[src/rtl/cd3_pkg.sv]
// cd3_pkg: shared types and constants of the 3x3 color dilation block.
// Used by every module under rtl/ except cd3_ram; depends on nothing.
package cd3_pkg;

  localparam int PIX_W          = 8;
  localparam int FRAME_WIDTH_W  = 11;
  localparam int FRAME_HEIGHT_W = 13;
  localparam int CFG_INDEX_W    = 2;
  localparam int CFG_DATA_W     = 13;

  // register indexes of the configuration port
  localparam logic [CFG_INDEX_W-1:0] REG_FRAME_WIDTH     = 2'd0;
  localparam logic [CFG_INDEX_W-1:0] REG_FRAME_HEIGHT    = 2'd1;
  localparam logic [CFG_INDEX_W-1:0] REG_EIGHT_CONNECTED = 2'd2;
  localparam logic [CFG_INDEX_W-1:0] REG_TARGET_COLOR    = 2'd3;

  // input command codes
  localparam logic CMD_PIXEL = 1'b0;
  localparam logic CMD_DRAIN = 1'b1;

  localparam int FRAME_WIDTH_RST  = 256;
  localparam int FRAME_HEIGHT_RST = 256;

  typedef logic [PIX_W-1:0] pixel_t;

  typedef struct packed {
    logic   command;
    pixel_t pixel_in;
  } in_item_t;

  typedef struct packed {
    pixel_t pixel_out;
    logic   frame_end;
  } out_item_t;

  // one window column: row above, middle row, newest row
  typedef struct packed {
    pixel_t up;
    pixel_t mid;
    pixel_t cur;
  } column_t;

  // which neighbors of the center pixel lie inside the frame
  typedef struct packed {
    logic top;
    logic bot;
    logic lft;
    logic rgt;
  } border_t;

endpackage

[src/rtl/cd3_window.sv]
// cd3_window: 3x3 window register and the dilation decision for its center.
// Depends on cd3_pkg.
module cd3_window import cd3_pkg::*; (
  input  logic    clk,
  input  logic    rst,
  input  logic    shift_en,
  input  column_t column,
  input  border_t border,
  input  logic    eight_connected,
  input  pixel_t  target_color,
  output pixel_t  result
);

  column_t win [3];   // 0 left, 1 center, 2 right
  logic    hit_orth;
  logic    hit_diag;

  always_ff @(posedge clk) begin
    if (rst) begin
      win[0] <= '0;
      win[1] <= '0;
      win[2] <= '0;
    end else if (shift_en) begin
      win[0] <= win[1];
      win[1] <= win[2];
      win[2] <= column;
    end
  end

  always_comb begin
    hit_orth = (win[1].mid == target_color)
             || (border.top && win[1].up  == target_color)
             || (border.bot && win[1].cur == target_color)
             || (border.lft && win[0].mid == target_color)
             || (border.rgt && win[2].mid == target_color);
    hit_diag = (border.top && border.lft && win[0].up  == target_color)
             || (border.top && border.rgt && win[2].up  == target_color)
             || (border.bot && border.lft && win[0].cur == target_color)
             || (border.bot && border.rgt && win[2].cur == target_color);
    result   = (hit_orth || (eight_connected && hit_diag)) ? target_color : win[1].mid;
  end

endmodule

[config.mk]
export PLATFORM = sky130hd
export DESIGN_NAME = cd3_window
export DESIGN_NICKNAME = d
export VERILOG_FILES = /design/src/rtl/cd3_pkg.sv /design/src/rtl/cd3_window.sv
export SDC_FILE = /design/constraint.sdc
export NUM_CORES = 1
export LEC_CHECK = 0
export BUFFER_PORTS_ARGS = -buffer_cell sky130_fd_sc_hd__buf_2
export CORE_ASPECT_RATIO = 1.5
export CORE_MARGIN = 4
export CORE_UTILIZATION = 30
export CTS_CLUSTER_DIAMETER = 80
export DETAILED_ROUTE_END_ITERATION = 16
export PLACE_DENSITY = 0.46
export SLEW_MARGIN = 20
export SYNTH_ARGS = -nofsm -noshare
export SYNTH_HDL_FRONTEND = slang
export SYNTH_SLANG_ARGS = --single-unit
[constraint.sdc]
create_clock -name clk -period 3.3 [get_ports clk]
set_input_delay 0.66 -clock clk [delete_from_list [all_inputs] [get_ports clk]]
set_output_delay 0.66 -clock clk [all_outputs]
set_load 0.01 [all_outputs]
; Word-level counts from Yosys, hierarchy flattened
; Memories as Yosys holds them, arrays and structs flattened.
; Index checks and enable logic that the tools add are counted.
; Widths: inputs -> output; s select.
[classes]
magnitude_cmp = 0
n_bitwise = 3
mul = 0
n_shift = 0
div = 0
n_mux = 9
n_eq_ne = 9
n_addsub = 0
n_reduce_logical = 21
[ops]
columns = cell, count
row1 = $eq 8x8->1, 9
row2 = $mux 24, 3
row3 = $logic_and 1x1->1, 13
row4 = $logic_or 1x1->1, 8
row5 = $mux 8, 1
row6 = $mux 1, 5
row7 = $or 1x1->1, 3
[totals]
wordCells = 43
latchBits = 0
inputBits = 40
ramBits = 72
mem_bits_ro = 0
ff_bits = 0
n_memories = 1
[memory_table]
columns = name, words, word_bits, read_ports, rd_ports_with_merged_regs, wr, line
row1 = win, 3, 24, 3, 0, 3, cd3_window.sv:14  ; column_t win [3];

; Longest topological paths before layout
; Gate-level depths: netlist of the first run.
[logic_depth]
ltp_word = 8
mapped_depth = 7
depth_no_buf = 6

; Worst setup path after synthesis of the first run
; Ideal clock, no wire load.
[synth_timing]
kind = input to output
from = input port target_color[3]
to = output port result[0]
path_stages = 7
t_arrival_ps = 2032
slack_ps = 608
cell_sequence = buf_6 -> xor2_1 -> nor4_1 -> nand4_1 -> and3_1 -> nand4_2 -> mux2_2
[synth_between]
elab_chain_len = 8
word_cells_on_any_way = 27
classes_between = 9 x eq/ne / 1 x mux / 17 x reduce/logical
[synth_lines]
columns = item, line
row1 = from (decl), cd3_window.sv:10  ; input pixel_t target_color,
row2 = $eq 8x8->1 (on tied branches), "cd3_window.sv:32, cd3_window.sv:36, cd3_window.sv:37"
row3 = $logic_and 1x1->1 (on tied branches), "cd3_window.sv:32, cd3_window.sv:36, cd3_window.sv:37"
row4 = $logic_or 1x1->1 (on tied branches), "cd3_window.sv:32, cd3_window.sv:37"
row5 = $logic_or 1x1->1 (on tied branches), "cd3_window.sv:33, cd3_window.sv:38"
row6 = $logic_or 1x1->1 (on tied branches), "cd3_window.sv:34, cd3_window.sv:39"
row7 = $logic_or 1x1->1 / $logic_and 1x1->1 (equally long branches), "cd3_window.sv:35, cd3_window.sv:40"
row8 = $logic_or 1x1->1 (*), cd3_window.sv:40  ; result = (hit_orth || (eight_connected && hit_diag)) ? target_color : win[1].mid;
row9 = $mux 8 (*), cd3_window.sv:40
row10 = to (decl), cd3_window.sv:11  ; output pixel_t result
; Mark *: on every way between the ends. The rest lies on a longest branch, timed or not.

; Worst setup path in the final report of the first run
[layout_timing]
from = input port target_color[7]
to = output port result[0]
; The elaborated chain is that of the path after synthesis.

==> qor.yml, run 1 <==
clkSinkCount: 72
globalRouteMet3Util_pct: 2.77
worst_path_max_delay_cell: "o41ai_2"
start_util_pct: 30.6
hp-class: "register to register"
synth_area_um2: 3670
setup_viol: 0
drv_slew: 0
cts_hold_buf: 0
ys_ff_latch: 72
syn2layout_area_growth_pct: 20.4
p_per_area_nw_per_um2: 534
syn_avg_cell_area_um2: 13.3
vias: 2112
clock_latency_ns: 0.33
critPathMaxStageDelay_ns: 0.42
syn_nets: 316
top_register: "win"
yosysTopAreaCell: "edfxtp_1"
required_ns: 2.64
cp_max_fo: 10
netlist_top_cells_area: "edfxtp_1, and2_1, xnor2_1, xor2_1, buf_6"
route.detailed.drc: 0
grt_pass1_wl_um: 12900
wl_per_cell_um: 16.6
fmax_mhz: 320
rsz0062_at_grt: "no"
yosys_warnings: 0
cts_root_buf: "clkbuf_16"
clockBufferDepth: 2
synth_top_area_share_pct: 58.9
synthDistinctLibCells: 17
core_um2: 12000
min_period_over_period_pct: 94.7
die_h_um: 144
hpwl_um: 5610
ant_nets: 0
nNetsFinal: 367
antenna_found_initial: 0
vdd_drop_max_v: 0.000230
worstPathArrival_ns: 2.47
setup.worst_path.start_class: "primary input"
cts_buffers: 9
std_cell_rows: 49
finClkSkew_ns: 0.00696
cellLeakagePower_nw: 1.72
fin_setup_tns_ns: 0
numPortBuffers: 47
synth_seq_area_share_pct: 58.9
gr-total-overflow: 0
min_period_ns: 3.13
path_clk_slew_ns: 0.05
grt_use_met2_pct: 21.3
grt_pass1_vias: 2336
grt_busiest_layer: "met2"
path_class: "primary input to output port"
grt_use_met1_pct: 15.0
fin_total_pwr_mw: 2.36
tightest_slew_ns: 0.658
grt_max_degree: 73
gr-usage-all-layers_pct: 12.4
ios: 48
chipWidth_um: 98.3
postSynthCellCount: 276
layout_common_cells: "and2_1, edfxtp_1, buf_2"
finalWirelength_um: 8070
drtIter0Drc: 135
end_kind: "output port"
first_pass_iters: 4
reg_top3: "win: 72 flops"
dieArea_um2: 14100
cts_setup_buffers: 0
hold_viol: 0
place.gp.congestion: 0.731
status: "completed"
maxCapViolations: 0
vias_per_cell: 4.35
cts_tree: "yes"
h-tree-depth: 3
num-fill-cells: 1235
slew_headroom_pct: 56.1
drive_gt1_share_pct: 25.3
largest_reg_flops: 72
antenna_cells: 0
path_cells: "buf_2, xnor2_1, nand4_1, nor3_1, o41ai_2, nand4_4, mux2_2, buf_2"
critPathMostFrequentCell: "buf_2"
timing repair:
item | 4_1_cts | 5_1_grt
resized for setup | 1 | 3
gates cloned | 0 | 0
setup endpoints to repair | 1 | 8
cell type report:
type                       count  area (µm²)  area share (%)
sequential                    72        2160            48.9
clock inverter                 7        86.3            1.95
timing repair buffer          56         345            7.81
tap                          153         191            4.33
clock buffer                   9         225            5.09
multi-input combinational    188        1410            31.9
final timing paths:
| check | start | end | cells after the start | slack [ns] |
|---|---|---|---|---|
| worst min register to register | win[0][52] | win[0][28] | 1 | 0.57 |
| worst min-delay path | win[0][52] | win[0][28] | 1 | 0.57 |
| worst max register to register | win[0][37] | win[0][13] | 1 | 2.44 |
| worst max-delay path | target_color[7] | result[0] | 8 | 0.17 |
synthesized netlist by cell type:
master	number
clkbuf_1	8
buf_6	8
or2_2	1
o41ai_2	1
nand4_2	1
nand3_1	8
and2_1	72
nor2b_1	1
nand4_1	8
and3_1	1
nand2_1	1
nor3_1	8
nor4_1	6
xnor2_1	36
mux2_2	8
edfxtp_1	72
xor2_1	36
stage by stage:
| stage | hold WS, ns | util [%] | worst slack [ns] | area, µm² | cells |
|---|---|---|---|---|---|
| global route | 0.594 | 36.8 | 0.0287 | 4420 | 485 |
| finish | 0.567 | 36.8 | 0.174 | 4420 | 485 |
| detailed placement | 0.561 | 34.0 | 0.00319 | 4090 | 469 |
| global placement | 0.555 | 34.0 | 0.00305 | 4090 | 469 |
| CTS | 0.575 | 36.7 | 0.0378 | 4410 | 485 |
| floorplan | 0.546 | - | 0.608 | 3670 | 276 |
logic make-up (layout without fill, tap and decap cells):
| group | Yosys count | after routing | share of synthesized area [%] |
|---|---|---|---|
| buffers and inverters | 16 | 72 | 3.27 |
| multiplexers | 8 | 8 | 2.45 |
| flip-flops | 72 | 72 | 58.9 |
| XOR/XNOR | 72 | 72 | 17.2 |
| AO/OA/AOI/OAI | 1 | 1 | 0.443 |
| AND/OR/NAND/NOR | 107 | 107 | 17.8 |
critical path: cells and delay by family:
kind	cells	cell delay [ns]
buffers and inverters	2	0.46
and+or+nand+nor	3	0.44
AOI/OAI and AO/OA	1	0.42
muxes	1	0.36
xor gates and xnor gates	1	0.12
where the power goes:
group | total [mW] | switching [mW] | leakage (nW) | internal, mW
Sequential | 1.12 | 0.0386 | 0.790 | 1.08
Clock | 1.01 | 0.355 | 0.153 | 0.654
Combinational | 0.237 | 0.122 | 0.781 | 0.115
metal layers:
layer / wire length (µm) / up-vias / part of all wire, %
li1: - / 1055 / -
met3: 301 / 9 / 3.7
met5: 0 / - / 0
met2: 4180 / 46 / 52
met4: 153 / 0 / 1.9
met1: 3430 / 1002 / 43
Power figures use the tool's default switching activity.
==> run 2, diff against run 1 <==
Settings changed: CORE_ASPECT_RATIO 1.5 to 2, GPL_TIMING_DRIVEN set to 0.
==> run 2 against run 1 <==
  * Final area is 0.17% higher
  * Sequential share of layout area is 0.083 points lower
  * Clock skew is 0.0035 ns lower
  * Non-clock buffer count stayed put
  * Die area is 0.50% higher
  * Via count is 1.2% lower
  * Clock power is 15% higher
  * Core utilization is 0.61 points higher
  * Routed wire length is 3.7% lower
  * Critical path depth stayed put
  * Cell count is 1.9% lower
  * Sequential power hardly changed
  * Largest cell class unchanged
==> qor.yml, run 2 (same netlist as run 1, synthesis figures left out) <==
worst_r2r_endpoint: "win[0][13]"
hold_path_end: "win[0][32]"
grt_pass1_vias: 2173
worst_path_max_delay_cell: "nor3_1"
reg_top3: "win: 72 flops"
chipWidth_um: 86.2
dp_cells: 461
cts_hold_buf: 0
core_um2: 11800
finalWirelength_um: 7770
num-fill-cells: 1140
rr_worst_depth: 1
gr-usage-all-layers_pct: 11.8
ios: 48
fin_setup_tns_ns: 0
antenna_found_initial: 0
nNetsFinal: 367
place.gp.congestion: 0.724
critPathMaxStageDelay_ns: 0.45
dieArea_um2: 14200
cts_tree: "yes"
path_cells: "buf_6, xnor2_1, nand3_1, nor3_1, o41ai_2, nand4_2, mux2_2, buf_2"
hold_viol: 0
wl_per_cell_um: 16.3
syn2layout_area_growth_pct: 20.6
die_h_um: 164
worstPathArrival_ns: 2.46
dpl-instance-area_um2: 4070
holdWs_ns: 0.570
route.detailed.drc: 0
p_per_area_nw_per_um2: 567
timing.final.ws_setup_ns: 0.182
first_pass_iters: 4
hp-class: "register to register"
numPortBuffers: 39
clockBufferDepth: 2
vdd_drop_max_v: 0.000273
start_util_pct: 31.0
min_path_cells: 1
multi_input_area_um2: 1390
vias_per_cell: 4.38
top_register: "win"
r2r_start: "win[0][37]"
end_kind: "output port"
fmax_mhz: 321
cts_root_buf: "clkbuf_16"
largest_reg_flops: 72
std_cell_rows: 56
vias: 2086
post_cts_resized: 0
layout_common_cells: "and2_1, edfxtp_1, buf_2"
rsz0062_at_grt: "no"
cts_buffers: 9
min_period_over_period_pct: 94.5
fin_util_pct: 37.4
required_ns: 2.64
slew_headroom_pct: 67.4
min_period_ns: 3.12
gr-total-overflow: 0
drtIter0Drc: 80
clkSinkCount: 72
setup.worst_path.start_class: "primary input"
cp_max_fo: 10
instances_no_fill: 476
tightest_slew_ns: 0.486
fin_total_pwr_mw: 2.51
antenna_cells: 0
drv_slew: 0
cellLeakagePower_nw: 1.71
cts_setup_buffers: 0
r2r_slack_ns: 2.45
maxCapViolations: 0
path_class: "primary input to output port"
finClkSkew_ns: 0.00345
seqCellArea_um2: 2160
grt_pass1_wl_um: 11900
final_cell_area_um2: 4430
status: "completed"
ant_nets: 0
setup_viol: 0
path_clk_slew_ns: 0.05
post-place-ws_ns: 0.183
h-tree-depth: 3
hpwl_um: 5610
drive_gt1_share_pct: 22.4
grt_max_degree: 46
hp-start: "win[0][56]"
clock_latency_ns: 0.33
run 2: cell type report:
type	count	area share, %
well taps	145	4.10
clock buffers	9	5.08
clock inverters	6	2.99
plain buffers	16	2.71
flip-flops and latches	72	48.8
multi-input cells	188	31.4
repair buffers	40	4.86
run 2: worst max-delay path, delay by kind of cell:
family | cells | cell delay [ns]
multiplexers | 1 | 0.37
AND/OR/NAND/NOR | 3 | 0.76
buffers and inverters | 2 | 0.28
XOR/XNOR | 1 | 0.22
AO/OA/AOI/OAI | 1 | 0.15
run 2: how the worst max path moves through the flow:
stage | from | to | cells past startpoint
after global routing | target_color[7] | result[5] | 8
after global placement | target_color[3] | result[5] | 8
after detailed placement | target_color[3] | result[0] | 8
after floorplan | target_color[3] | result[0] | 7
final | target_color[3] | result[0] | 8
after CTS | target_color[3] | result[5] | 8
run 2: report_power, final:
part / switching [mW] / internal (mW)
Combinational: 0.120 / 0.115
Clock: 0.353 / 0.808
Sequential: 0.0353 / 1.08
run 2: per-layer routing:
metal | share of wire (%) | vias to the layer above | global-route usage, %
li1 | - | 1055 | -
met1 | 39 | 974 | 12.7
met2 | 55 | 46 | 21.6
met3 | 3.7 | 11 | 2.70
met4 | 2.1 | 0 | 5.53
met5 | 0 | - | 0
==> run 3, diff against run 2 <==
Settings changed: RECOVER_POWER set to 100.
==> run 3 against run 2 <==
  * The flow now finishes with violations (capacitance limit, slew limit)
  * Sequential power hardly changed
  * Hold slack better by 0.0022 ns
  * Setup slack better by 0.042 ns
  * First-iteration DRC count is 13% lower
  * Clock power hardly changed
  * Final area is 0.40% lower
  * Critical endpoint is now result[3]
  * Largest power group unchanged
  * Highest routed layer unchanged
==> qor.yml, run 3 (same netlist as run 1, synthesis figures left out) <==
status: "complete, but fails checks"
violations: "capacitance limit, slew limit"
post_cts_resized: 0
layout_common_cells: "edfxtp_1, and2_0, xnor2_1, xor2_1, buf_2"
cts_hold_buf: 0
grt_pass1_vias: 2173
critPathLaunch: "target_color[3]"
path_cells: "buf_6, xnor2_1, nand3_1, nor3_1, o41ai_1, nand4_2, mux2_2, clkbuf_1"
worst_path_max_delay_cell: "nor3_1"
cp_max_fo: 10
place.gp.congestion: 0.724
maxCapViolations: 1
start_util_pct: 31.0
p_per_area_nw_per_um2: 568
timing.final.ws_setup_ns: 0.224
worst_r2r_endpoint: "win[0][10]"
tightest_slew_ns: 2.01
first_pass_iters: 4
cts_root_buf: "clkbuf_16"
vias: 2095
largest_reg_flops: 72
nNetsFinal: 367
cp_top_family: "simple AND/OR/NAND/NOR gates"
gr-usage-all-layers_pct: 11.8
end_kind: "output port"
min_period_over_period_pct: 93.2
drive_gt1_share_pct: 19.9
ant_nets: 0
fmax_mhz: 325
h-tree-depth: 3
clockBufferDepth: 2
worstPathArrival_ns: 2.42
gr-total-overflow: 0
grt_max_degree: 46
clock_latency_ns: 0.33
route.detailed.drc: 0
antenna_found_initial: 0
slew_headroom_pct: -33.9
cts_buffers: 9
core_um2: 11800
r2r_slack_ns: 2.45
path_clk_slew_ns: 0.05
clkSinkCount: 72
multi_input_area_um2: 1380
rsz0062_at_grt: "no"
drtIter0Drc: 70
r2r_start: "win[0][34]"
fin_setup_tns_ns: 0
chipWidth_um: 86.2
cts_tree: "yes"
critPathMaxStageDelay_ns: 0.41
num-fill-cells: 1145
grt_pass1_wl_um: 11900
wl_per_cell_um: 16.4
seqCellArea_um2: 2160
vias_per_cell: 4.40
required_ns: 2.64
finClkSkew_ns: 0.00278
std_cell_rows: 56
path_class: "primary input to output port"
top_register: "win"
setup_viol: 0
critPathCapture: "result[3]"
drv_slew: 28
vdd_drop_max_v: 0.000273
numPortBuffers: 39
ios: 48
layout_commonest_cell: "edfxtp_1"
reg_top3: "win: 72 flops"
syn2layout_area_growth_pct: 20.1
cellLeakagePower_nw: 1.64
rr_worst_depth: 1
critPathBufInv: 2
die_h_um: 164
finalWirelength_um: 7810
hold_viol: 0
min_period_ns: 3.08
hpwl_um: 5610
antenna_cells: 0
cp.depth: 8
post-place-ws_ns: 0.183
dieArea_um2: 14200
hp-class: "register to register"
setup.worst_path.start_class: "primary input"
cts_setup_buffers: 0
## run 3: cell types whose count changed in the layout (fill, tap and decap cells not counted), sizes merged
cell    previous run  this run
buf               48        42
clkbuf            17        23
## run 3: final cells by class
type                       instances  area share (%)
clock buffer                       9            5.10
clock inverter                     6            3.01
sequential                        72            49.0
multi-input combinational        188            31.3
buffer                            16            2.72
timing repair buffer              40            4.71
tap                              145            4.11
## run 3: report_power, final
group	total, mW	leakage [nW]	switching (mW)	internal (mW)
Sequential	1.11	0.790	0.0360	1.08
Combinational	0.231	0.682	0.121	0.111
Clock	1.16	0.171	0.353	0.808
Total	2.51	1.64	0.510	2.00
## run 3: routing by layer
layer  vias to the layer above  track usage (%)  part of all wire (%)
met5                         -                0                     0
met2                        44             21.6                    55
met3                        11             2.70                   3.5
met4                         0             5.53                   2.1
met1                       987             12.7                    40
li1                       1053                -                     -
## run 3: worst min path at each step
stage                     depth (start not counted)  slack [ns]       start         end
after floorplan                                   1        0.55  win[0][40]  win[0][16]
after global placement                            1        0.56  win[0][25]   win[0][1]
after detailed placement                          1        0.56  win[0][55]  win[0][31]
after CTS                                         1        0.57  win[0][55]  win[0][31]
after global routing                              1        0.58  win[0][55]  win[0][31]
final                                             1        0.57  win[0][63]  win[0][39]
## run 3: stage by stage
step                util [%]  instance area [µm²]  power [mW]  instances  hold WS (ns)
finish                  37.3                 4410        2.51        476         0.572
global route            37.3                 4410        2.60        476         0.582
detailed placement      34.4                 4070        1.37        461         0.561
floorplan                  -                 3670        1.29        276         0.546
CTS                     37.4                 4430        2.54        476         0.574
global placement        34.2                 4050        1.37        460         0.556
